## config.mk

```make
export PLATFORM = sky130hd
export DESIGN_NAME = slcan_ascii_command_parser
export DESIGN_NICKNAME = d
export VERILOG_FILES = /design/src/rtl/core/slcan_pkg.sv /design/src/rtl/core/slcan_ascii_command_parser.sv /design/src/rtl/core/slcan_in_stage.sv /design/src/rtl/core/slcan_parser.sv /design/src/rtl/core/slcan_out_stage.sv
export VERILOG_INCLUDE_DIRS = /design/src /design/src/rtl/core
export SDC_FILE = /design/constraint.sdc
export NUM_CORES = 1
export LEC_CHECK = 0
export BUFFER_PORTS_ARGS = -buffer_cell sky130_fd_sc_hd__buf_4
export CAP_MARGIN = 30
export CORE_MARGIN = 2
export CORE_UTILIZATION = 56
export CTS_CLUSTER_SIZE = 40
export DETAILED_ROUTE_END_ITERATION = 6
export PLACE_DENSITY = 0.75
export SETUP_SLACK_MARGIN = 0.5
export SLEW_MARGIN = 20
export SYNTH_ARGS = -nofsm -noshare
export SYNTH_HDL_FRONTEND = slang
export SYNTH_HIERARCHICAL = 1
export SYNTH_SLANG_ARGS = --single-unit
export TNS_END_PERCENT = 5
```

## constraint.sdc

```tcl
create_clock -name aclk -period 6.2 [get_ports aclk]
set_input_delay 1.24 -clock aclk [delete_from_list [all_inputs] [get_ports aclk]]
set_output_delay 1.24 -clock aclk [all_outputs]
set_load 0.02 [all_outputs]
```

## src/rtl/core/slcan_ascii_command_parser_assert.svh

```systemverilog
// ----------------------------------------------------------------------------
// slcan assertion macros
// Shared concurrent assertion forms for the SLCAN command parser RTL.
// ----------------------------------------------------------------------------
`ifndef SLCAN_ASCII_COMMAND_PARSER_ASSERT_SVH
`define SLCAN_ASCII_COMMAND_PARSER_ASSERT_SVH

// same-cycle implication, disabled during reset
`define SLCAN_ASSERT_NOW(label, clk, rstn, ante, cons) \
    label: assert property (@(posedge clk) disable iff (!rstn) (ante) |-> (cons)) \
        else $error("slcan assertion failed");

// next-cycle implication, disabled during reset
`define SLCAN_ASSERT_NEXT(label, clk, rstn, ante, cons) \
    label: assert property (@(posedge clk) disable iff (!rstn) (ante) |=> (cons)) \
        else $error("slcan assertion failed");

`endif

```

## src/rtl/core/slcan_pkg.sv

```systemverilog
// ----------------------------------------------------------------------------
// slcan_pkg
// Types, codes and helpers for the SLCAN ASCII command parser.
// ----------------------------------------------------------------------------
package slcan_pkg;

    localparam int ID_W               = 29;
    localparam int MAX_DATA_BYTES_DEF = 8;
    localparam int POS_W              = 5;
    localparam int LEN_W              = 4;
    localparam int PAYLOAD_W          = 64;

    localparam logic [7:0] CHAR_OPEN  = 8'h4F; // 'O'
    localparam logic [7:0] CHAR_CLOSE = 8'h43; // 'C'
    localparam logic [7:0] CHAR_STD   = 8'h74; // 't'
    localparam logic [7:0] CHAR_EXT   = 8'h54; // 'T'
    localparam logic [7:0] CHAR_ZERO  = 8'h30; // '0'
    localparam logic [7:0] CHAR_NINE  = 8'h39; // '9'

    localparam logic [POS_W-1:0] ID_LEN_STD = 5'd3;
    localparam logic [POS_W-1:0] ID_LEN_EXT = 5'd8;
    localparam logic [POS_W-1:0] POS_MAX    = 5'd31;

    // top ID digit limits keep the identifier within 11 or 29 bits
    localparam logic [3:0] ID_TOP_STD = 4'd7;
    localparam logic [3:0] ID_TOP_EXT = 4'd1;

    typedef enum logic [2:0] {
        CMD_OTHER = 3'd0,
        CMD_OPEN  = 3'd1,
        CMD_CLOSE = 3'd2,
        CMD_STD   = 3'd3,
        CMD_EXT   = 3'd4
    } slcan_cmd_t;

    typedef enum logic [1:0] {
        EVT_OPEN      = 2'd0,
        EVT_CLOSE     = 2'd1,
        EVT_FRAME     = 2'd2,
        EVT_MALFORMED = 2'd3
    } slcan_event_t;

    typedef struct packed {
        logic [7:0] char_in;
        logic       buffer_end;
    } slcan_in_t;

    typedef struct packed {
        slcan_event_t         event_kind;
        logic [ID_W-1:0]      frame_id;
        logic                 extended_id;
        logic [LEN_W-1:0]     byte_count;
        logic [PAYLOAD_W-1:0] payload;
        logic                 channel_open;
    } slcan_out_t;

    // hex digit decode: bit 4 flags a non-hex byte, bits 3:0 the value
    function automatic logic [4:0] hex_decode(input logic [7:0] c);
        logic [4:0] r;
        r = 5'h10;
        if (c >= 8'h30 && c <= 8'h39) begin
            r = {1'b0, 4'(c - 8'h30)};
        end else if (c >= 8'h41 && c <= 8'h46) begin
            r = {1'b0, 4'(c - 8'h37)};
        end else if (c >= 8'h61 && c <= 8'h66) begin
            r = {1'b0, 4'(c - 8'h57)};
        end
        return r;
    endfunction

endpackage

```

## src/rtl/core/slcan_ascii_command_parser.sv

```systemverilog
// A byte beat is held in the input register and then decoded into the result register.
// Throughput: one byte per cycle; the decode between the input register and
// the result register is a single pass, and the input stalls only while the
// result register is full and not being taken.
// Reset: clears both pipeline valids, the command position and the open flag.
// ----------------------------------------------------------------------------
// slcan_ascii_command_parser
// Serial-line CAN ASCII command parser: open, close and frame commands.
// ----------------------------------------------------------------------------
`include "slcan_ascii_command_parser_assert.svh"

module slcan_ascii_command_parser #(
    parameter int MAX_DATA_BYTES = slcan_pkg::MAX_DATA_BYTES_DEF
) (
    input  logic                  aclk,
    input  logic                  aresetn,
    input  logic                  s_valid,
    output logic                  s_ready,
    input  slcan_pkg::slcan_in_t  s_data,
    output logic                  m_valid,
    input  logic                  m_ready,
    output slcan_pkg::slcan_out_t m_data
);
    import slcan_pkg::*;

    logic       hold_valid;
    slcan_in_t  hold_data;
    logic       out_free;
    logic       step;
    logic       emit;
    slcan_out_t result;

    // a held byte advances whenever the result slot can take a beat
    assign step = hold_valid && out_free;

    slcan_in_stage u_in (
        .aclk       (aclk),
        .aresetn    (aresetn),
        .s_valid    (s_valid),
        .s_ready    (s_ready),
        .s_data     (s_data),
        .take       (step),
        .hold_valid (hold_valid),
        .hold_data  (hold_data)
    );

    slcan_parser #(
        .MAX_DATA_BYTES (MAX_DATA_BYTES)
    ) u_parse (
        .aclk    (aclk),
        .aresetn (aresetn),
        .step    (step),
        .in_data (hold_data),
        .emit    (emit),
        .result  (result)
    );

    slcan_out_stage u_out (
        .aclk    (aclk),
        .aresetn (aresetn),
        .load    (step && emit),
        .result  (result),
        .free    (out_free),
        .m_valid (m_valid),
        .m_ready (m_ready),
        .m_data  (m_data)
    );

    `SLCAN_ASSERT_NOW(a_frame_opens, aclk, aresetn, m_valid && m_data.event_kind == EVT_FRAME, m_data.channel_open)
    `SLCAN_ASSERT_NOW(a_close_shuts, aclk, aresetn, m_valid && m_data.event_kind == EVT_CLOSE, !m_data.channel_open)
    `SLCAN_ASSERT_NOW(a_nonframe_zero, aclk, aresetn, m_valid && m_data.event_kind != EVT_FRAME, m_data.frame_id == '0 && m_data.payload == '0 && m_data.byte_count == '0 && !m_data.extended_id)

endmodule

```

## src/rtl/core/slcan_in_stage.sv

```systemverilog
// ----------------------------------------------------------------------------
// slcan_in_stage
// Input register: holds one byte beat until the parser takes it.
// ----------------------------------------------------------------------------
module slcan_in_stage (
    input  logic                  aclk,
    input  logic                  aresetn,
    input  logic                  s_valid,
    output logic                  s_ready,
    input  slcan_pkg::slcan_in_t  s_data,
    input  logic                  take,
    output logic                  hold_valid,
    output slcan_pkg::slcan_in_t  hold_data
);
    import slcan_pkg::*;

    logic      valid_reg;
    logic      valid_next;
    slcan_in_t data_reg;

    // free when empty or being drained this cycle
    assign s_ready    = !valid_reg || take;
    assign valid_next = (s_valid && s_ready) || (valid_reg && !take);

    always_ff @(posedge aclk) begin
        if (!aresetn) begin
            valid_reg <= 1'b0;
        end else begin
            valid_reg <= valid_next;
        end
    end

    always_ff @(posedge aclk) begin
        if (s_valid && s_ready) begin
            data_reg <= s_data;
        end
    end

    assign hold_valid = valid_reg;
    assign hold_data  = data_reg;

endmodule

```

## src/rtl/core/slcan_parser.sv

```systemverilog
// ----------------------------------------------------------------------------
// slcan_parser
// Command state and per-byte decode; builds the result on the last byte.
// ----------------------------------------------------------------------------
`include "slcan_ascii_command_parser_assert.svh"

module slcan_parser #(
    parameter int MAX_DATA_BYTES = slcan_pkg::MAX_DATA_BYTES_DEF
) (
    input  logic                  aclk,
    input  logic                  aresetn,
    input  logic                  step,
    input  slcan_pkg::slcan_in_t  in_data,
    output logic                  emit,
    output slcan_pkg::slcan_out_t result
);
    import slcan_pkg::*;

    localparam int NIB_N     = 2 * MAX_DATA_BYTES;
    localparam int NIB_IDX_W = (NIB_N > 1) ? $clog2(NIB_N) : 1;

    // parse state
    slcan_cmd_t                cmd_reg,  cmd_next;
    logic [POS_W-1:0]          pos_reg,  pos_next;
    logic [ID_W-1:0]           id_reg,   id_next;
    logic [LEN_W-1:0]          len_reg,  len_next;
    logic [NIB_N-1:0][3:0]     data_reg, data_next;
    logic                      err_reg,  err_next;
    logic                      open_reg, open_next;

    logic [7:0]           c;
    logic [4:0]           hex;
    logic                 is_ext;
    logic [POS_W-1:0]     id_len;
    logic [3:0]           id_top;
    logic [7:0]           dlc_digit;
    logic [POS_W:0]       data_last;
    logic [POS_W:0]       received;
    logic [POS_W:0]       needed;
    logic [POS_W-1:0]     k_full;
    logic [NIB_IDX_W-1:0] nib;
    logic                 frame_ok;

    assign c      = in_data.char_in;
    assign hex    = hex_decode(c);
    assign is_ext = (cmd_reg == CMD_EXT);
    assign id_len = is_ext ? ID_LEN_EXT : ID_LEN_STD;
    assign id_top = is_ext ? ID_TOP_EXT : ID_TOP_STD;

    assign dlc_digit = c - CHAR_ZERO;
    assign data_last = {1'b0, id_len} + (POS_W+1)'(1) + {1'b0, len_reg, 1'b0};
    assign k_full    = pos_reg - id_len - POS_W'(2);
    // high nibble of each byte arrives first
    assign nib       = NIB_IDX_W'(k_full) ^ NIB_IDX_W'(1);

    // byte decode and state update
    always_comb begin
        cmd_next  = cmd_reg;
        pos_next  = pos_reg;
        id_next   = id_reg;
        len_next  = len_reg;
        data_next = data_reg;
        err_next  = err_reg;
        open_next = open_reg;
        emit      = 1'b0;
        result    = '0;
        received  = {1'b0, pos_reg} + (POS_W+1)'(1);
        needed    = '0;
        frame_ok  = 1'b0;

        if (pos_reg == '0) begin
            id_next   = '0;
            len_next  = '0;
            data_next = '0;
            err_next  = 1'b0;
            priority if (c == CHAR_OPEN) begin
                cmd_next = CMD_OPEN;
            end else if (c == CHAR_CLOSE) begin
                cmd_next = CMD_CLOSE;
            end else if (c == CHAR_STD) begin
                cmd_next = CMD_STD;
            end else if (c == CHAR_EXT) begin
                cmd_next = CMD_EXT;
            end else begin
                cmd_next = CMD_OTHER;
            end
        end else if (cmd_reg == CMD_STD || cmd_reg == CMD_EXT) begin
            priority if (pos_reg <= id_len) begin
                // identifier digit
                if (hex[4]) begin
                    err_next = 1'b1;
                end else begin
                    if (pos_reg == POS_W'(1) && hex[3:0] > id_top) begin
                        err_next = 1'b1;
                    end
                    id_next = {id_reg[ID_W-5:0], hex[3:0]};
                end
            end else if (pos_reg == id_len + POS_W'(1)) begin
                // length digit
                if (c < CHAR_ZERO || c > CHAR_NINE || dlc_digit > 8'(MAX_DATA_BYTES)) begin
                    err_next = 1'b1;
                    len_next = '0;
                end else begin
                    len_next = dlc_digit[LEN_W-1:0];
                end
            end else if ({1'b0, pos_reg} <= data_last) begin
                // data digit
                if (hex[4]) begin
                    err_next = 1'b1;
                end else begin
                    data_next[nib] = data_reg[nib] | hex[3:0];
                end
            end else begin
                // trailing bytes are ignored
                err_next = err_reg;
            end
        end

        if (in_data.buffer_end) begin
            pos_next = '0;
            needed   = {1'b0, (cmd_next == CMD_EXT) ? ID_LEN_EXT : ID_LEN_STD}
                       + (POS_W+1)'(2) + {1'b0, len_next, 1'b0};
            frame_ok = !err_next && (received >= needed);
            unique case (cmd_next)
                CMD_OPEN: begin
                    emit              = 1'b1;
                    open_next         = 1'b1;
                    result.event_kind = EVT_OPEN;
                end
                CMD_CLOSE: begin
                    emit              = 1'b1;
                    open_next         = 1'b0;
                    result.event_kind = EVT_CLOSE;
                end
                CMD_STD, CMD_EXT: begin
                    emit = 1'b1;
                    if (frame_ok) begin
                        open_next          = 1'b1;
                        result.event_kind  = EVT_FRAME;
                        result.frame_id    = id_next;
                        result.extended_id = (cmd_next == CMD_EXT);
                        result.byte_count  = len_next;
                        result.payload     = PAYLOAD_W'(data_next);
                    end else begin
                        result.event_kind  = EVT_MALFORMED;
                    end
                end
                default: begin
                    emit = 1'b0;
                end
            endcase
            result.channel_open = open_next;
        end else if (pos_reg != POS_MAX) begin
            pos_next = pos_reg + POS_W'(1);
        end
    end

    // control state
    always_ff @(posedge aclk) begin
        if (!aresetn) begin
            cmd_reg  <= CMD_OTHER;
            pos_reg  <= '0;
            open_reg <= 1'b0;
        end else if (step) begin
            cmd_reg  <= cmd_next;
            pos_reg  <= pos_next;
            open_reg <= open_next;
        end
    end

    // accumulators, cleared by the first byte of every command
    always_ff @(posedge aclk) begin
        if (step) begin
            id_reg   <= id_next;
            len_reg  <= len_next;
            data_reg <= data_next;
            err_reg  <= err_next;
        end
    end

    `SLCAN_ASSERT_NEXT(a_pos_rewind, aclk, aresetn, step && in_data.buffer_end, pos_reg == '0)
    `SLCAN_ASSERT_NOW(a_emit_on_end, aclk, aresetn, emit, in_data.buffer_end)
    `SLCAN_ASSERT_NOW(a_len_bound, aclk, aresetn, pos_reg != '0, len_reg <= LEN_W'(MAX_DATA_BYTES))

endmodule

```

## src/rtl/core/slcan_out_stage.sv

```systemverilog
// ----------------------------------------------------------------------------
// slcan_out_stage
// Result register: holds one result beat until the sink takes it.
// ----------------------------------------------------------------------------
module slcan_out_stage (
    input  logic                   aclk,
    input  logic                   aresetn,
    input  logic                   load,
    input  slcan_pkg::slcan_out_t  result,
    output logic                   free,
    output logic                   m_valid,
    input  logic                   m_ready,
    output slcan_pkg::slcan_out_t  m_data
);
    import slcan_pkg::*;

    logic       valid_reg;
    logic       valid_next;
    slcan_out_t data_reg;

    // slot is free when empty or draining this cycle
    assign free       = !valid_reg || m_ready;
    assign valid_next = load || (valid_reg && !m_ready);

    always_ff @(posedge aclk) begin
        if (!aresetn) begin
            valid_reg <= 1'b0;
        end else begin
            valid_reg <= valid_next;
        end
    end

    always_ff @(posedge aclk) begin
        if (load) begin
            data_reg <= result;
        end
    end

    assign m_valid = valid_reg;
    assign m_data  = data_reg;

endmodule
```

==> qor.csv, run 1 <==
stage,metric,value,unit
route,vias,7407,
floorplanning,initial_core_util,0.574,
setup_path,endpoint_kind,register,
synthesis,synth-seq-area-share,0.575,
worst_hold_path,hold_path_end,u_out/m_valid$_SDFF_PN0_,
cells_and_area,final_cell_area,0.0130,mm2
cells_and_area,fin_util,0.663,
place,placed_area,0.0123,mm2
global_route,gr-total-overflow,0,
clocking,clk_latency,0.52,ns
synthesis,async_flop_share,0,
timing,tns,0,ns
clocking,cts.sinks,219,
global_route,grtUsageTotal,0.224,
synthesis,syn_area_per_cell,12.5,um2
timing,slew_headroom,0.363,
timing,clock_skew,0.0127,ns
cells_and_area,fin_nets,1049,
floorplanning,dieArea,0.0212,mm2
pwr,p_leak,4.86,nW
synthesis,synth_ff_type,edfxtp_1,
setup_path,regToRegEndpoint,u_out/m_data[15]$_DFFE_PP_,
run,cap_violations,0,
route,routed_wl,24400,um
timing,worstMarginPinSlew,0.956,ns
synthesis,yosysMostFrequentCell,edfxtp_1,
setup_path,worstSetupStartpointType,register,
floorplanning,die_y,146,um
floorplanning,die_w,146,um
place,hpwl,16100,um
global_route,grt_max_degree,71,
timing,worst_slack,0.939,ns
setup_path,criticalPathCategory,register to register,
cells_and_area,drive_gt1_frac,0.217,
pwr,fin_total_pwr,3.37,mW
synthesis,ys_top_cells_by_area,"edfxtp_1 (56%), mux2i_1 (5.6%), ha_1 (4.5%), nand2_1 (4.1%), mux4_2 (3.6%)",
timing,period_minus_slack,5.26,ns
pwr,powerDensity,260,mW/mm2
clocking,ctsResizeCount,0,
setup_path,cp_max_fo,22,
timing,setup_viol,0,
setup_path,cp_slowest_cell,ha_1,
clocking,clkSlewWorstSetupHoldPaths,0.06,ns
timing,fmax,190,MHz
worst_hold_path,hold_class,register to register,
synthesis,netlist_area,0.0112,mm2
setup_path,path_cells,nor2_1 -> nand2_1 -> ha_1 -> nand4bb_1 -> o211ai_1 -> and2_2 -> nand3_1 -> o31a_1 -> nor2_1 -> ha_1 -> ha_1 -> inv_1 -> ha_1 -> a2111o_1 -> a31o_2 -> a21oi_2 -> a21o_1 -> inv_1 -> nand3_4 -> buf_12 -> nor3_1,
status,outcome,"finished, final reports clean",
timing,rsz0062_at_grt,false,
clocking,cts_setup_buffers,0,
timing,drv_slew,0,
synthesis,synth_edf_count,208,
route,dr.pass1.iters,5,
timing,hold_viol,0,
synthesis,ys_ff_latch,219,
place,io_buffers,115,
place,pre_cts_ws,0.635,ns
cells_and_area,diodes,0,
global_route,antenna_found_initial,0,
floorplanning,placementRows,51,
worst_hold_path,min_from,u_out/m_valid$_SDFF_PN0_,
setup_path,reg2regPathDepth,21,
route,drc_errors,0,
route,viasPerCell,5.81,
floorplanning,core,0.0196,mm2
cells_and_area,final_cells,1275,
clocking,cts_made_buffers,23,
setup_path,rrSetupSlack,0.94,ns
worst_hold_path,hold_depth,2,
clocking,tritoncts,built,
synthesis,synth_common_cells,"edfxtp_1 (208), nand2_1 (122), mux2i_1 (63), and2_1 (60), nor2_1 (54)",
clocking,cts-root-buf,clkbuf_16,
timing,finalCritPeriodShare,0.848,
synthesis,yosysUniqueCellTypes,89,
synthesis,syn_nets,951,
clocking,htreeDepth,1,
setup_path,reg2reg_from,u_parse/cmd_reg[1]$_SDFFE_PN0P_,
setup_path,worstPathArrival,5.50,ns
cells_and_area,largest_register_ffs,101,
clocking,hold_buffers,0,
floorplanning,io_pins,116,
setup_path,max_stage_delay,0.45,ns
setup_path,worstPathRequired,6.44,ns
synthesis,synth_top_area_frac,0.556,
route,drt_iter0_drc,588,
global_route,first_global_vias,7192,
pwr,max-vdd-ir-drop,0.194,mV
cells_and_area,areaGrowthSynthToFinish,15.6,%
place,dp_cells,1235,
synthesis,yosys.area.top_type,edfxtp_1,
global_route,grt_pass1_wl,38400,um
synthesis,yosys_warnings,6,
route,ant_nets,0,
route,wl_per_cell,19.2,um
clocking,clockBufferDepth,3,
timing,fin_hold_ws,0.514,ns
setup_path,crit_top_cell,ha_1,
place,globalplace.congestion,0.853,
synthesis,synthesis.instances,897,
-- logic make-up after synthesis --
kind of cell             share of synthesized area
AO/OA/AOI/OAI                               0.0718
XOR/XNOR                                   0.00779
adder cells (fa/ha/maj)                     0.0463
buffers and inverters                       0.0384
flip-flops                                   0.575
multiplexers                                0.0968
AND/OR/NAND/NOR                              0.164
-- worst max-delay path, delay by kind of cell (launching register included) --
kind,cells,cell delay (ns)
buf+inv,3,0.33
fa+ha+maj,4,1.21
compound gates,6,1.55
flops,1,0.34
simple gates,8,1.52
-- area by class of cell --
class,count,area [um2]
timing repair buffer,128,993
inverter,29,111
fill,1458,6600
tap,265,332
multi-input combinational,594,4370
clock inverter,12,126
sequential,219,6470
clock buffer,28,594
-- how the worst max path moves through the flow --
stage,startpoint,end,slack [ns],cells past startpoint
2_1_floorplan,m_ready,s_ready,0.72,3
3_3_place_gp,u_parse/cmd_reg[0]$_SDFFE_PN0P_,u_out/m_data[27]$_DFFE_PP_,0.87,21
3_5_place_dp,u_parse/cmd_reg[1]$_SDFFE_PN0P_,u_out/m_data[16]$_DFFE_PP_,0.63,21
4_1_cts,u_parse/cmd_reg[1]$_SDFFE_PN0P_,u_out/m_data[15]$_DFFE_PP_,0.58,21
5_1_grt,u_parse/cmd_reg[1]$_SDFFE_PN0P_,u_out/m_data[32]$_DFFE_PP_,0.57,21
6_report,u_parse/cmd_reg[1]$_SDFFE_PN0P_,u_out/m_data[15]$_DFFE_PP_,0.94,21
-- power breakdown --
group	switching, mW	internal [mW]	total (mW)
clock network	0.565	0.769	1.33
logic	0.207	0.135	0.343
registers	0.0319	1.66	1.70
total	0.804	2.57	3.37
-- cell usage in the layout (no fill, tap or decap), drive strengths merged, types with 4 or more instances in the layout --
cell,n
and2,63
ha,40
a21oi,41
nand4b,6
mux4,20
o21ai,15
clkinv,9
dfxtp,11
xnor2,6
o21bai,4
a31oi,5
clkbuf,28
edfxtp,208
a211oi,5
mux2i,63
or2,8
buf,128
nor2b,8
nand2b,7
and3,5
nand2,123
a22oi,6
o31a,4
inv,30
xor2,4
nor2,55
nand3,10
nor3,41
-- layer usage --
metal	part of all wire	vias up	wire (um)	global-route usage
met4	0.019	0	456	0.0598
met5	0	-	0	0
met2	0.48	271	11600	0.361
met3	0.064	37	1570	0.0348
li1	-	3486	-	-
met1	0.44	3613	10800	0.321
(Power assumes the default switching activity.)
==> run 2: changes to the inputs <==
--- a/config.mk
+++ b/config.mk
@@ -9,10 +9,10 @@
 export BUFFER_PORTS_ARGS = -buffer_cell sky130_fd_sc_hd__buf_4
 export CAP_MARGIN = 30
 export CORE_MARGIN = 2
-export CORE_UTILIZATION = 56
+export CORE_UTILIZATION = 54
 export CTS_CLUSTER_SIZE = 40
 export DETAILED_ROUTE_END_ITERATION = 6
-export PLACE_DENSITY = 0.75
+export PLACE_DENSITY = 0.76
 export SETUP_SLACK_MARGIN = 0.5
 export SLEW_MARGIN = 20
 export SYNTH_ARGS = -nofsm -noshare
==> constraint.sdc (replaced) <==
create_clock -name aclk -period 4.5 [get_ports aclk]
set_input_delay 0.9 -clock aclk [delete_from_list [all_inputs] [get_ports aclk]]
set_output_delay 0.9 -clock aclk [all_outputs]
set_load 0.02 [all_outputs]
==> qor.csv, run 2 (synthesized netlist as in run 1, its figures left out) <==
stage,metric,value,unit,change
cells_and_area,drive_gt1_frac,0.311,,+0.0942
global_route,grt_max_degree,77,,+8.5%
timing,fin_hold_ws,0.506,ns,-0.00712 ns
timing,hold_viol,0,,unchanged
route,wl_per_cell,19.6,um,+2.1%
timing,period_minus_slack,4.29,ns,-0.974 ns
route,vias,7803,,+5.3%
timing,slew_headroom,0.430,,+0.0671
timing,drv_slew,0,,unchanged
route,viasPerCell,5.74,,-1.2%
setup_path,worstSetupStartpointType,register,,
route,ant_nets,0,,unchanged
floorplanning,die_w,148,um,+1.8%
global_route,first_global_vias,7590,,+5.5%
setup_path,worstPathArrival,4.52,ns,-0.98 ns
clocking,cts-root-buf,clkbuf_16,,
cells_and_area,fin_nets,1129,,+7.6%
cells_and_area,diodes,0,,unchanged
clocking,hold_buffers,0,,unchanged
route,routed_wl,26600,um,+8.9%
timing,clock_skew,0.0147,ns,+0.00202 ns
floorplanning,die_y,148,um,+1.8%
pwr,internal-power,3.46,mW,+35%
route,dr.pass1.iters,6,,+1
setup_path,worstPathRequired,4.73,ns,-1.71 ns
place,globalplace.congestion,0.855,,+0.20%
clocking,cts.sinks,219,,unchanged
pwr,max-vdd-ir-drop,0.254,mV,+31%
clocking,htreeDepth,1,,unchanged
clocking,clk_latency,0.51,ns,about the same
clocking,clockBufferDepth,3,,unchanged
setup_path,cp_max_fo,11,,-50%
place,hpwl,16800,um,+3.9%
global_route,grt_pass1_wl,40800,um,+6.1%
clocking,cts_made_buffers,22,,-4.3%
cells_and_area,largest_register_ffs,101,,unchanged
pwr,p_switching,1.10,mW,+37%
cells_and_area,final_common_cell,edfxtp_1,,
pwr,seqPwrFrac,0.511,,+0.008
timing,worst_slack,0.214,ns,-0.726 ns
global_route,gr-total-overflow,0,,unchanged
global_route,grtUsageTotal,0.234,,+0.00996
route,drc_errors,0,,unchanged
floorplanning,io_pins,116,,unchanged
pwr,combPwrFrac,0.121,,+0.019
floorplanning,placementRows,52,,+2.0%
setup_path,criticalPathCategory,register to register,,
floorplanning,core,0.0204,mm2,+4.0%
cells_and_area,nFillCells,1385,,-5.0%
clocking,clkSlewWorstSetupHoldPaths,0.06,ns,about the same
timing,fmax,233,MHz,+23%
timing,setup_viol,0,,unchanged
timing,worstMarginPinSlew,0.855,ns,-0.101 ns
place,io_buffers,115,,unchanged
floorplanning,dieArea,0.0220,mm2,+3.6%
pwr,fin_total_pwr,4.56,mW,+35%
timing,rsz0062_at_grt,true,,
pwr,powerDensity,329,mW/mm2,+27%
place,pre_cts_ws,-0.142,ns,-0.777 ns
setup_path,endpoint_kind,register,,
cells_and_area,areaGrowthSynthToFinish,23.4,%,
global_route,antenna_found_initial,0,,unchanged
pwr,swShare,0.242,,+0.00350
status,outcome,"finished, final reports clean",,
pwr,p_leak,5.25,nW,+8.1%
clocking,tritoncts,built,,
timing,finalCritPeriodShare,0.952,,+0.104
run,cap_violations,0,,unchanged
floorplanning,initial_core_util,0.552,,-0.0218
route,drt_iter0_drc,626,,+6.5%
worst_hold_path,hold_class,register to register,,
pwr,clock_power_share,0.369,,-0.027
cells_and_area,layout_common_cells,"edfxtp_1 (208), buf_4 (195), nand2_1 (120)",,
-- run 2: changes by cell type in the layout (fill, tap and decap cells not counted), sizes merged --
cell      previous run  this run
clkinv               9        11
inv                 30        29
and3                 5        10
bufinv               2         0
buf                128       203
clkinvlp             0         1
-- run 2: worst paths after layout --
path / startpoint / endpoint / slack, ns / cells after the start
setup / recovery: u_parse/pos_reg[1]$_SDFFE_PN0P_ / u_out/m_data[8]$_DFFE_PP_ / 0.21 / 22
hold / removal: u_out/m_valid$_SDFF_PN0_ / u_out/m_valid$_SDFF_PN0_ / 0.51 / 2
setup reg to reg: u_parse/pos_reg[1]$_SDFFE_PN0P_ / u_out/m_data[8]$_DFFE_PP_ / 0.21 / 22
hold reg to reg: u_out/m_valid$_SDFF_PN0_ / u_out/m_valid$_SDFF_PN0_ / 0.51 / 2
-- run 2: repair_timing --
| action | in CTS | in global routing |
|---|---|---|
| endpoints found under the hold margin | 0 | 0 |
| pin swaps | 11 | 8 |
| gates resized for setup | 47 | 23 |
| gates cloned | 3 | 3 |
| buffers inserted | 26 | 5 |
| endpoints found under the setup margin | 101 | 166 |
-- run 2: through the flow --
| step | instances | instance area, um2 | setup TNS (ns) | utilization |
|---|---|---|---|---|
| finish | 1360 | 13900 | 0 | 0.681 |
| global route | 1360 | 13900 | 0 | 0.681 |
| CTS | 1351 | 13600 | 0 | 0.670 |
| detailed placement | 1283 | 12600 | -6.77 | 0.618 |
| global placement | 1283 | 12600 | 0 | 0.618 |
| floorplan | 897 | 11200 | -23.80 | - |
-- run 2: metal layers --
layer  share of wire  vias up  global-route usage
met5               0        -                   0
met4           0.021        0              0.0490
met3           0.066       43              0.0371
met2            0.48      310               0.389
met1            0.43     3803               0.330
li1                -     3647                   -
-- run 2: power groups by stage --
stage	combinational, mW	sequential (mW)	clock, mW
6_report	0.550	2.33	1.68
5_1_grt	0.594	2.34	1.78
4_1_cts	0.527	2.33	1.71
3_5_place_dp	0.494	2.37	0
3_3_place_gp	0.488	2.37	0
2_1_floorplan	0.340	2.38	0
-- run 2: layout make-up --
cell class              instances  area (um2)  area share
multi-input cells             599        4670       0.337
clock inverters                12        57.6     0.00415
well taps                     270         338      0.0244
inverters                      29         114     0.00821
clock buffers                  27         591      0.0426
flip-flops and latches        219        6470       0.466
repair buffers                204        1630       0.117
-- run 2: critical path, cell delays in order, from the launching register on --
cell and delay, ns:
dfxtp_2 0.32, inv_2 0.07, ha_4 0.13, or4b_4 0.46
buf_8 0.15, nor4_4 0.31, a21oi_2 0.07, or2_4 0.25
inv_4 0.08, ha_2 0.18, inv_2 0.04, ha_4 0.16
ha_4 0.26, inv_2 0.04, ha_4 0.15, a2111o_1 0.29
a31o_2 0.21, a21oi_2 0.19, a21o_1 0.16, inv_4 0.08
nand3_4 0.16, clkbuf_16 0.20, nor3_1 0.05
